$ cat src/design/csvp_pkg.sv
package csvp_pkg;

  // Characters are compared in their low CHAR_BITS bits.
  localparam int CHAR_BITS = 16;
  localparam int CHAR_W = 16;
  localparam logic [CHAR_W-1:0] CHAR_MASK =
      (CHAR_BITS >= CHAR_W) ? {CHAR_W{1'b1}} : CHAR_W'((64'd1 << CHAR_BITS) - 64'd1);

  localparam logic [CHAR_W-1:0] QUOTE_CHAR = 16'd34;
  localparam logic [CHAR_W-1:0] CR_CHAR = 16'd13;

  // Result bundle depth: most results one item can cause.
  localparam int MAX_RES = 4;
  localparam int QUEUE_DEPTH = 4;

  localparam logic [1:0] KIND_DATA = 2'd0;
  localparam logic [1:0] KIND_FIELD_END = 2'd1;
  localparam logic [1:0] KIND_RECORD_END = 2'd2;

  localparam logic [1:0] ST_OK = 2'd0;
  localparam logic [1:0] ST_MORE = 2'd1;
  localparam logic [1:0] ST_ERROR = 2'd2;

  localparam logic [1:0] REG_SEPARATOR = 2'd0;
  localparam logic [1:0] REG_LINE_BREAK = 2'd1;
  localparam logic [1:0] REG_BREAK_CR = 2'd2;

  localparam logic [CHAR_W-1:0] SEPARATOR_RESET = 16'd44;
  localparam logic [CHAR_W-1:0] LINE_BREAK_RESET = 16'd10;

  typedef struct packed {
    logic              action;
    logic [CHAR_W-1:0] char_code;
  } in_t;

  typedef struct packed {
    logic [1:0]        kind;
    logic [CHAR_W-1:0] char_out;
    logic [1:0]        status;
    logic              last;
  } out_t;

  typedef struct packed {
    logic [1:0]        kind;
    logic [CHAR_W-1:0] char_out;
    logic [1:0]        status;
  } res_t;

  typedef struct packed {
    logic [2:0]              count;
    res_t [MAX_RES-1:0]      res;
  } bundle_t;

  typedef struct packed {
    logic [CHAR_W-1:0] separator;
    logic [CHAR_W-1:0] line_break_char;
    logic              break_with_cr;
  } cfg_t;

  function automatic res_t make_res(logic [1:0] kind, logic [CHAR_W-1:0] ch,
                                    logic [1:0] status);
    res_t r;
    r.kind = kind;
    r.char_out = (kind == KIND_DATA) ? ch : '0;
    r.status = (kind == KIND_RECORD_END) ? status : ST_OK;
    return r;
  endfunction

endpackage

$ cat src/design/csvp_front.sv
module csvp_front (
  input  logic              clk,
  input  logic              rst,
  input  csvp_pkg::in_t     in_data,
  input  logic              accept,
  input  csvp_pkg::cfg_t    cfg,
  output csvp_pkg::bundle_t bundle
);

  localparam logic [2:0] MODE_START = 3'd0;
  localparam logic [2:0] MODE_UNQUOTED = 3'd1;
  localparam logic [2:0] MODE_QUOTED = 3'd2;
  localparam logic [2:0] MODE_QSEEN = 3'd3;
  localparam logic [2:0] MODE_ERROR = 3'd4;

  logic [2:0] parse_mode, parse_mode_next;
  logic       record_started, record_started_next;
  logic       break_pending, break_pending_next;

  logic [csvp_pkg::CHAR_W-1:0] c;
  logic                        is_quote, is_sep;

  assign c = in_data.char_code & csvp_pkg::CHAR_MASK;
  assign is_quote = c == (csvp_pkg::QUOTE_CHAR & csvp_pkg::CHAR_MASK);
  assign is_sep = c == (cfg.separator & csvp_pkg::CHAR_MASK);

  always_comb begin
    logic [2:0] n;
    n = '0;
    bundle = '0;
    parse_mode_next = parse_mode;
    record_started_next = record_started;
    break_pending_next = break_pending;

    // Line break owed from a record that ended inside quotes.
    if (break_pending) begin
      if (cfg.break_with_cr) begin
        bundle.res[n[1:0]] = csvp_pkg::make_res(csvp_pkg::KIND_DATA, csvp_pkg::CR_CHAR,
                                                csvp_pkg::ST_OK);
        n = n + 3'd1;
      end
      bundle.res[n[1:0]] = csvp_pkg::make_res(csvp_pkg::KIND_DATA, cfg.line_break_char,
                                              csvp_pkg::ST_OK);
      n = n + 3'd1;
      break_pending_next = 1'b0;
    end

    if (in_data.action) begin
      case (parse_mode)
        MODE_START, MODE_UNQUOTED, MODE_QSEEN: begin
          if (parse_mode != MODE_START || record_started) begin
            bundle.res[n[1:0]] = csvp_pkg::make_res(csvp_pkg::KIND_FIELD_END, '0,
                                                    csvp_pkg::ST_OK);
            n = n + 3'd1;
          end
          bundle.res[n[1:0]] = csvp_pkg::make_res(csvp_pkg::KIND_RECORD_END, '0,
                                                  csvp_pkg::ST_OK);
          n = n + 3'd1;
          parse_mode_next = MODE_START;
          record_started_next = 1'b0;
          break_pending_next = 1'b0;
        end
        MODE_QUOTED: begin
          bundle.res[n[1:0]] = csvp_pkg::make_res(csvp_pkg::KIND_RECORD_END, '0,
                                                  csvp_pkg::ST_MORE);
          n = n + 3'd1;
          break_pending_next = 1'b1;
          record_started_next = 1'b1;
        end
        default: begin
          bundle.res[n[1:0]] = csvp_pkg::make_res(csvp_pkg::KIND_RECORD_END, '0,
                                                  csvp_pkg::ST_ERROR);
          n = n + 3'd1;
          parse_mode_next = MODE_START;
          record_started_next = 1'b0;
          break_pending_next = 1'b0;
        end
      endcase
    end else begin
      record_started_next = 1'b1;
      case (parse_mode)
        MODE_START: begin
          if (is_quote) begin
            parse_mode_next = MODE_QUOTED;
          end else if (is_sep) begin
            bundle.res[n[1:0]] = csvp_pkg::make_res(csvp_pkg::KIND_FIELD_END, '0,
                                                    csvp_pkg::ST_OK);
            n = n + 3'd1;
          end else begin
            bundle.res[n[1:0]] = csvp_pkg::make_res(csvp_pkg::KIND_DATA, c,
                                                    csvp_pkg::ST_OK);
            n = n + 3'd1;
            parse_mode_next = MODE_UNQUOTED;
          end
        end
        MODE_UNQUOTED: begin
          if (is_sep) begin
            bundle.res[n[1:0]] = csvp_pkg::make_res(csvp_pkg::KIND_FIELD_END, '0,
                                                    csvp_pkg::ST_OK);
            n = n + 3'd1;
            parse_mode_next = MODE_START;
          end else if (is_quote) begin
            parse_mode_next = MODE_ERROR;
          end else begin
            bundle.res[n[1:0]] = csvp_pkg::make_res(csvp_pkg::KIND_DATA, c,
                                                    csvp_pkg::ST_OK);
            n = n + 3'd1;
          end
        end
        MODE_QUOTED: begin
          if (is_quote) begin
            parse_mode_next = MODE_QSEEN;
          end else begin
            bundle.res[n[1:0]] = csvp_pkg::make_res(csvp_pkg::KIND_DATA, c,
                                                    csvp_pkg::ST_OK);
            n = n + 3'd1;
          end
        end
        MODE_QSEEN: begin
          if (is_quote) begin
            bundle.res[n[1:0]] = csvp_pkg::make_res(csvp_pkg::KIND_DATA,
                                                    csvp_pkg::QUOTE_CHAR, csvp_pkg::ST_OK);
            n = n + 3'd1;
            parse_mode_next = MODE_QUOTED;
          end else if (is_sep) begin
            bundle.res[n[1:0]] = csvp_pkg::make_res(csvp_pkg::KIND_FIELD_END, '0,
                                                    csvp_pkg::ST_OK);
            n = n + 3'd1;
            parse_mode_next = MODE_START;
          end else begin
            parse_mode_next = MODE_ERROR;
          end
        end
        default: begin
          parse_mode_next = MODE_ERROR;
        end
      endcase
    end
    bundle.count = n;
  end

  always_ff @(posedge clk) begin
    if (rst) begin
      parse_mode <= MODE_START;
      record_started <= 1'b0;
      break_pending <= 1'b0;
    end else if (accept) begin
      parse_mode <= parse_mode_next;
      record_started <= record_started_next;
      break_pending <= break_pending_next;
    end
  end

endmodule

$ cat src/design/csvp_queue.sv
module csvp_queue (
  input  logic              clk,
  input  logic              rst,
  input  logic              push,
  input  csvp_pkg::bundle_t push_data,
  input  logic              pop,
  output logic              full,
  output logic              empty,
  output csvp_pkg::bundle_t head
);

  localparam int PTR_W = $clog2(csvp_pkg::QUEUE_DEPTH);
  localparam int CNT_W = $clog2(csvp_pkg::QUEUE_DEPTH + 1);

  csvp_pkg::bundle_t    entries [csvp_pkg::QUEUE_DEPTH];
  logic [PTR_W-1:0]     wr_ptr, rd_ptr;
  logic [CNT_W-1:0]     fill;

  assign full = fill == CNT_W'(csvp_pkg::QUEUE_DEPTH);
  assign empty = fill == '0;
  assign head = entries[rd_ptr];

  always_ff @(posedge clk) begin
    if (push) begin
      entries[wr_ptr] <= push_data;
    end
  end

  always_ff @(posedge clk) begin
    if (rst) begin
      wr_ptr <= '0;
      rd_ptr <= '0;
      fill <= '0;
    end else begin
      if (push) begin
        wr_ptr <= wr_ptr + PTR_W'(1);
      end
      if (pop) begin
        rd_ptr <= rd_ptr + PTR_W'(1);
      end
      case ({push, pop})
        2'b10:   fill <= fill + CNT_W'(1);
        2'b01:   fill <= fill - CNT_W'(1);
        default: fill <= fill;
      endcase
    end
  end

endmodule

$ cat src/design/csvp_back.sv
module csvp_back (
  input  logic              clk,
  input  logic              rst,
  input  logic              empty,
  input  csvp_pkg::bundle_t head,
  output logic              pop,
  output logic              out_valid,
  input  logic              out_stall,
  output csvp_pkg::out_t    out_data
);

  logic [1:0] idx;
  logic       is_last;

  assign is_last = {1'b0, idx} == (head.count - 3'd1);
  assign out_valid = !empty;
  assign out_data.kind = head.res[idx].kind;
  assign out_data.char_out = head.res[idx].char_out;
  assign out_data.status = head.res[idx].status;
  assign out_data.last = is_last;
  assign pop = out_valid && !out_stall && is_last;

  always_ff @(posedge clk) begin
    if (rst) begin
      idx <= '0;
    end else if (out_valid && !out_stall) begin
      idx <= is_last ? 2'd0 : idx + 2'd1;
    end
  end

endmodule

$ cat src/design/csv_record_parser_top.sv
// Channel  Direction  Payload              Handshake
// in       input      csvp_pkg::in_t       in_valid / in_stall
// out      output     csvp_pkg::out_t      out_valid / out_stall
// cfg      input      cfg_index, cfg_data  cfg_write (no wait, no read-back)
//
// One input beat is taken every cycle while the result queue has room; the
// front parser decides all results of an item in that one cycle.
// Results leave one beat per cycle while out_stall is low, so an item that causes several results
// uses as many output beats; the four-entry bundle queue absorbs the burst.
// rst is synchronous: it clears parser state, empties the queue and loads
// the register defaults (comma separator, newline break, no CR).
// in_stall rises only when the queue is full; out_stall holds the current beat.
module csv_record_parser_top (
  input  logic                        clk,
  input  logic                        rst,
  input  logic                        in_valid,
  output logic                        in_stall,
  input  csvp_pkg::in_t               in_data,
  output logic                        out_valid,
  input  logic                        out_stall,
  output csvp_pkg::out_t              out_data,
  input  logic                        cfg_write,
  input  logic [1:0]                  cfg_index,
  input  logic [csvp_pkg::CHAR_W-1:0] cfg_data
);

  csvp_pkg::cfg_t    cfg;
  csvp_pkg::bundle_t bundle;
  csvp_pkg::bundle_t head;
  logic              accept;
  logic              push;
  logic              pop;
  logic              full;
  logic              empty;

  // Configuration registers; the user must write them only while the block is idle (not enforced here).
  always_ff @(posedge clk) begin
    if (rst) begin
      cfg.separator <= csvp_pkg::SEPARATOR_RESET;
      cfg.line_break_char <= csvp_pkg::LINE_BREAK_RESET;
      cfg.break_with_cr <= 1'b0;
    end else if (cfg_write) begin
      case (cfg_index)
        csvp_pkg::REG_SEPARATOR:  cfg.separator <= cfg_data;
        csvp_pkg::REG_LINE_BREAK: cfg.line_break_char <= cfg_data;
        csvp_pkg::REG_BREAK_CR:   cfg.break_with_cr <= cfg_data[0];
        default: ;
      endcase
    end
  end

  // Stall input only when no bundle slot is free.
  assign in_stall = full;
  assign accept = in_valid && !full;
  // Drop items that cause no result (an opening quote, swallowed error text).
  assign push = accept && (bundle.count != 3'd0);

  csvp_front u_front (
    .clk    (clk),
    .rst    (rst),
    .in_data(in_data),
    .accept (accept),
    .cfg    (cfg),
    .bundle (bundle)
  );

  csvp_queue u_queue (
    .clk      (clk),
    .rst      (rst),
    .push     (push),
    .push_data(bundle),
    .pop      (pop),
    .full     (full),
    .empty    (empty),
    .head     (head)
  );

  csvp_back u_back (
    .clk      (clk),
    .rst      (rst),
    .empty    (empty),
    .head     (head),
    .pop      (pop),
    .out_valid(out_valid),
    .out_stall(out_stall),
    .out_data (out_data)
  );

endmodule

$ cat config.mk
export PLATFORM = sky130hd
export DESIGN_NAME = csv_record_parser_top
export DESIGN_NICKNAME = d
export VERILOG_FILES = /design/src/design/csvp_pkg.sv /design/src/design/csvp_front.sv /design/src/design/csvp_queue.sv /design/src/design/csvp_back.sv /design/src/design/csv_record_parser_top.sv
export SDC_FILE = /design/constraint.sdc
export NUM_CORES = 1
export LEC_CHECK = 0
export BUFFER_PORTS_ARGS = -buffer_cell sky130_fd_sc_hd__buf_2
export CAP_MARGIN = 20
export CORE_UTILIZATION = 47
export DETAILED_ROUTE_END_ITERATION = 10
export SLEW_MARGIN = 20
export SYNTH_ARGS = -nofsm -noshare
export SYNTH_HDL_FRONTEND = slang
export SYNTH_HIERARCHICAL = 1
export SYNTH_SLANG_ARGS = --single-unit
$ cat constraint.sdc
create_clock -name clk -period 12.1 [get_ports clk]
set_clock_uncertainty 0.1 [all_clocks]
set_input_delay 0.605 -clock clk [delete_from_list [all_inputs] [get_ports clk]]
set_output_delay 0.605 -clock clk [all_outputs]
set_load 0.005 [all_outputs]
==> flow_summary.ini, run 1 <==
[clocking]
cts_tree = built
htree_num_levels = 2
cts.clk_slew.worst_paths_ns = 0.06
cts_sinks = 381
cts_setup_buffers = 0
cts_hold_repair.buffers = 0
cts.repair.resized = 0
clock_latency_ns = 0.51
cts_buffer_depth = 3
cts_buffers = 38
root_buffer = clkbuf_16

[power_and_ir_drop]
power.density_nw_per_um2 = 162
p_leak_nw = 6.08
finalPower_mw = 2.90
ir_worst_vdd_v = 0.0000958

[floorplanning]
core_sq_um = 33700
num_rows = 67
chipHeight_um = 188
ioPinCount = 63
die-width_um = 188
die_area_sq_um = 35200
start_util = 0.480

[timing]
post-route-period-util = 0.396
fin_crit_ns = 4.79
setup_viol = 0
tightest_slew_ns = 1.04
finalHoldViolCount = 0
rsz0062_at_grt = false
fin_ws_ns = 7.31
finalSetupTns_ns = 0
max_freq_ghz = 0.209
timing.max_slew.rel_slack = 0.308
slew_violations = 0
whs_ns = 0.271

[cells_and_area]
antenna_cells = 0
area_delta_synth_final_pct = 10.6
instances_no_fill = 1450
fin_nets = 1030
fillers = 2705
drive_above_1_share = 0.238

[routing]
wl_mm = 32.0
route.detailed.drc = 0
drtPass1Iterations = 5
drt_first_iter_violations = 905
viasPerCell = 5.63
wl_per_cell_um = 22.1
ant_nets = 0
vias = 8159

[yosys]
synthAdderAreaFrac = 0.0113
synth_cell_types = 59
ys.flop_type = edfxtp_1
ys_ff_latch = 381
syn_area_sq_um = 16200
synth_compound_area_frac = 0.0331
ys_async_sr_fraction = 0
syn_inst = 914
synth_mux_area_frac = 0.165
synth_top_family_by_area = multiplexers
yosysWarnings = 6
syn_avg_cell_area_sq_um = 17.7
synth_xor_area_frac = 0.0141
seq_area_frac_synth = 0.677
synth_edf_count = 332
synth-simple-area-share = 0.0672

[worst_hold_path]
worstHoldPathType = primary input to register
hold_start = cfg_data[3]
holdPathStages = 3
hold_path_end = cfg[4]$_SDFFE_PP1P_

[global_routing]
grt_pass1_wl_mm = 49.6
grt_pass1_vias = 8376
overflow = 0
track_usage = 0.186
antenna_found_initial = 1
grt_max_degree = 71

[placed_design]
gp_congestion = 0.816
dp_hpwl_mm = 20.0
dpl_worst_slack_ns = 7.01
io_buffers = 62
dpl.cell_count = 1384

[critical_path]
critPathArrivalTime_ns = 5.12
cp.required_ns = 12.43
path_cells = buf_4 -> mux4_2 -> inv_1 -> ha_1 -> xor2_1 -> and3_1 -> and2_1 -> ha_1 -> inv_1 -> fa_1 -> xor2_1 -> or3_1 -> a21oi_1
critPathMaxStageDelay_ns = 0.88
worst-path-max-fanout = 44
reg2regPathDepth = 13
ff2ff_setup_slack_ns = 7.31
timing.rr.end = u_queue/fill[2]$_SDFFE_PP0P_
endpoint_kind = register
critPathLaunchType = register
crit_slowest_cell = dfxtp_4
worst-setup-path-type = register to register

[run_status]
outcome = complete, no violations

[flow_run]
cap_violations = 0
==> stage by stage <==
stage                     utilization  instance area, sq um
final                           0.531                 17900
after global placement          0.497                 16800
after CTS                       0.531                 17900
after floorplan                     -                 16200
after global routing            0.531                 17900
after detailed placement        0.497                 16800
==> flip-flops by register name (all words and copies together) (netlist names), named ones only <==
register and flops:
u_front/record_started 1, cfg 33, u_front/parse_mode 3, u_queue/rd_ptr 2
u_queue/fill 3, u_front/break_pending 1, u_back/idx 2, u_queue/entries 332
u_queue/wr_ptr 2
==> synthesized netlist by cell type (4+ instances only) <==
library cell	count	area share
nor2_1	47	0.011
nor4_1	8	0.0031
buf_2	16	0.0050
o21ai_0	8	0.0025
mux4_2	103	0.14
a21oi_1	17	0.0053
nor3_1	5	0.0015
nand2_1	28	0.0065
edfxtp_1	332	0.62
ha_1	13	0.010
xnor2_1	4	0.0022
and3_1	21	0.0081
and2_1	10	0.0039
nand3b_1	6	0.0028
buf_4	20	0.0093
mux2i_1	34	0.021
dfxtp_1	49	0.061
nor2b_1	7	0.0027
clkbuf_1	19	0.0044
buf_6	11	0.0077
nand2b_1	46	0.018
inv_1	16	0.0037
a22o_1	22	0.012
xor2_1	22	0.012
==> where the power goes <==
part,internal (mW),switching (mW)
Combinational,0.139,0.155
Sequential,1.51,0.0267
Clock,0.616,0.459
Total,2.26,0.641
==> how the worst max path moves through the flow <==
| stage | startpoint | endpoint | slack, ns | cells past startpoint |
|---|---|---|---|---|
| floorplan | cfg[0]$_SDFFE_PP0P_ | u_queue/entries[0][0]$_DFFE_PP_ | 7.33 | 10 |
| CTS | register | u_queue/fill[2]$_SDFFE_PP0P_ | 7.19 | 13 |
| finish | register | u_queue/fill[2]$_SDFFE_PP0P_ | 7.31 | 13 |
| global placement | in_data[6] | u_queue/entries[3][3]$_DFFE_PP_ | 7.04 | 10 |
| detailed placement | in_data[6] | u_queue/entries[3][19]$_DFFE_PP_ | 7.01 | 10 |
| global route | register | u_queue/fill[2]$_SDFFE_PP0P_ | 6.86 | 13 |
==> kinds of logic (layout without fill, tap and decap cells) <==
family / Yosys count / in the layout
flops: 381 / 381
simple gates: 198 / 198
mux: 138 / 138
buf+inv: 85 / 155
compound gates: 71 / 71
xor+xnor: 26 / 26
fa+ha+maj: 14 / 14
other cells: 1 / 19
==> worst max-delay path, delay by kind of cell (launching register included) <==
family          cells  cell delay, ns
fa+ha+maj           3            0.86
compound gates      1            0.14
xor+xnor            2            0.32
mux                 1            0.64
flops               1            0.88
simple gates        3            0.70
buf+inv             3            1.00
==> layout by cell type (no fill, tap or decap), drive strengths merged, types with 16 or more instances in the layout <==
cell	n
edfxtp	332
mux4	103
mux2i	34
a22o	22
inv	16
buf	72
nand2	28
clkbuf	52
a21oi	17
xor2	22
dfxtp	49
and3	21
nor2	47
nand2b	46
conb	19
==> layout make-up <==
type / count / area [sq um] / area share
Inverter: 17 / 65.1 / 0.00364
Tap cell: 448 / 561 / 0.0313
Multi-Input combinational cell: 466 / 4790 / 0.268
Clock buffer: 52 / 1070 / 0.0597
Sequential cell: 381 / 11000 / 0.613
Timing Repair Buffer: 72 / 385 / 0.0215
Clock inverter: 14 / 65.1 / 0.00364
==> metal layers <==
metal | wire, um | track usage
met3 | 1570 | 0.0251
met2 | 14500 | 0.280
met1 | 15500 | 0.288
met4 | 478 | 0.0460
met5 | 0 | 0
No activity file was read; power rests on OpenSTA's default activity.
==> inputs of run 2 (changes only) <==
Settings changed: ABC_AREA from default to 1, PLACE_DENSITY from default to 0.66.
Clock period 12.1 ns to 4.4 ns, I/O delays scaled along.
==> run 2 against run 1 <==
Effect of this change:
- critical path type unchanged
- wire length grew 29%
- die area grew 7.1%
- count of clock-buffer cells in the layout grew 1
- core utilization grew 0.30 points
- via count grew 51%
- final cell count grew 54%
- worst hold slack lost 0.26 ns
- global-route usage grew 3.2 points
- register-to-register slack lost 7.0 ns
- fmax grew 18%
- sequential power grew to 2.9 times the previous value
- sequential share of layout area shrank 4.1 points
==> flow_summary.ini, run 2 <==
[yosys]
yosysWarnings = 6
ys_async_sr_fraction = 0
synth_edf_count = 332
synth_cell_types = 37
syn_area_sq_um = 17300
syn_avg_cell_area_sq_um = 10.3
syn_inst = 1683
ys.flop_type = edfxtp_1
synthTopCellsByCount = edfxtp_1, nor2_1, nand2_1
seq_area_frac_synth = 0.632
synthTopCellsByArea = edfxtp_1, nor2_1, dfxtp_1
ys_ff_latch = 381
yosysTopAreaCell = edfxtp_1
synth_most_common_cell = edfxtp_1
synth_top_area_share = 0.575

[routing]
vias = 12300
wl_mm = 41.1
drt_first_iter_violations = 1261
wl_per_cell_um = 18.5
drtPass1Iterations = 5
ant_nets = 0
route.detailed.drc = 0
viasPerCell = 5.53

[power_and_ir_drop]
pwr-share-seq = 0.485
swShare = 0.280
combinationalPowerShare = 0.168
power.density_nw_per_um2 = 473
p_leak_nw = 7.22
ir_worst_vdd_v = 0.000236
p_int_mw = 6.53
p_clk_frac = 0.347
netSwitchingPower_mw = 2.53

[floorplanning]
ioPinCount = 63
num_rows = 69
chipHeight_um = 194
die_area_sq_um = 37600
start_util = 0.482
core_sq_um = 35900
die-width_um = 194

[timing]
tightest_slew_ns = 1.05
finalHoldViolCount = 0
fin_crit_ns = 4.05
max_freq_ghz = 0.247
finalSetupTns_ns = 0
setup_viol = 0
post-route-period-util = 0.921
rsz0062_at_grt = false
slew_violations = 0
timing.max_slew.rel_slack = 0.298

[global_routing]
antenna_found_initial = 0
overflow = 0
grt_max_degree = 103
grt_pass1_vias = 11600
grt_pass1_wl_mm = 64.6
track_usage = 0.218

[worst_hold_path]
holdPathStages = 4
worstHoldPathType = primary input to register

[cells_and_area]
regMostFlops = u_queue/entries
area_delta_synth_final_pct = 10.7
instances_no_fill = 2226
layout_common_cells = edfxtp_1, nor2_1, nand2_1
drive_above_1_share = 0.117
reg_top3 = u_queue/entries: 332 flops, cfg: 33 flops
final_common_cell = edfxtp_1
largest_register_ffs = 332
fin_nets = 1788

[critical_path]
critPathArrivalTime_ns = 4.14
worst-setup-path-type = register to register
reg2regPathDepth = 15
cp.required_ns = 4.48
endpoint_kind = register
worst-path-max-fanout = 58
critPathLaunchType = register

[clocking]
cts_buffer_depth = 3
cts_buffers = 40
htree_num_levels = 2
root_buffer = clkbuf_16
clock_latency_ns = 0.54
cts_sinks = 381
cts_tree = built
cts.clk_slew.worst_paths_ns = 0.06
cts_setup_buffers = 0

[placed_design]
gp_congestion = 0.885
io_buffers = 62
dp_hpwl_mm = 25.5
dpl.cell_count = 2132

[flow_run]
cap_violations = 0

[run_status]
outcome = complete, no violations
## run 2: changes by cell type after synthesis, sizes merged, moves of 34 or more
cell / delta
mux4: -103
o21ai: +226
buf: +36
mux2i: -34
nand2: +202
nand2b: -46
o22ai: +115
nor2: +287
nand3: +65
inv: +111
## run 2: repair_timing
item / CTS / global route
resized for setup: 0 / 2
hold endpoints to repair: 35 / 0
endpoints found under the setup margin: 0 / 43
hold buffers: 20 / 0
## run 2: final cells by class
class | count | area [sq um]
Antenna cell | 1 | 2.50
Multi-Input combinational cell | 1077 | 5160
Clock inverter | 19 | 155
Clock buffer | 53 | 1070
Tap cell | 461 | 577
Fill cell | 3137 | 16700
Inverter | 127 | 489
Sequential cell | 381 | 11000
Timing Repair Buffer | 107 | 763
## run 2: kinds of logic (layout without fill, tap and decap cells)
family | Yosys count | after routing | synth area share
simple gates | 645 | 645 | 0.154
compound gates | 392 | 392 | 0.126
flops | 381 | 381 | 0.632
buf+inv | 243 | 306 | 0.0739
fa+ha+maj | 14 | 14 | 0.0105
xor+xnor | 7 | 7 | 0.00354
other cells | 1 | 20 | 0.000216
## run 2: stage by stage
stage / area [sq um] / setup WS, ns / util / hold slack [ns] / power [mW]
floorplan: 17400 / 0.00679 / - / 0.233 / 5.51
global placement: 17700 / 0.262 / 0.493 / 0.317 / 5.94
detailed placement: 17700 / 0.195 / 0.493 / 0.322 / 5.97
CTS: 19100 / 0.165 / 0.533 / 0.0172 / 9.11
global route: 19200 / 0.0340 / 0.534 / 0.0432 / 9.44
finish: 19200 / 0.346 / 0.534 / 0.0146 / 9.06
## run 2: critical path, stage by stage, from the launching register on
cell	delay, ns
dfxtp_1	0.38
nor2_1	0.23
nand2_1	0.14
nor2_1	0.16
inv_1	0.09
ha_1	0.33
ha_1	0.16
inv_1	0.05
ha_1	0.28
nor2_1	0.24
nor3_1	0.10
nor2_1	0.24
nand2_1	0.11
clkinv_2	0.06
buf_6	0.50
buf_4	0.49
## run 2: worst paths after layout
kind                                                    startpoint                                  to  slack (ns)
worst max register to register  u_front/parse_mode[2]$_SDFFE_PP0P_    u_queue/entries[0][27]$_DFFE_PP_        0.35
worst max-delay path            u_front/parse_mode[2]$_SDFFE_PP0P_    u_queue/entries[0][27]$_DFFE_PP_        0.35
worst min-delay path                                           rst  u_front/parse_mode[1]$_SDFFE_PP0P_        0.01
worst min register to register      u_queue/rd_ptr[1]$_SDFFE_PP0P_                            register        0.33
## run 2: metal layers
layer  GRT usage  vias to the layer above  share of wire
met2       0.355                      397           0.47
met3      0.0336                       51          0.065
met5           0                        -              0
li1            -                     5913              -
met1       0.307                     5947           0.45
met4      0.0538                        0          0.016
## run 2: power by group through the flow
stage	sequential (mW)	clock (mW)	combinational [mW]
2_1_floorplan	4.44	0	1.06
3_3_place_gp	4.46	0	1.48
3_5_place_dp	4.47	0	1.49
4_1_cts	4.40	3.20	1.51
5_1_grt	4.42	3.34	1.68
6_report	4.40	3.15	1.52
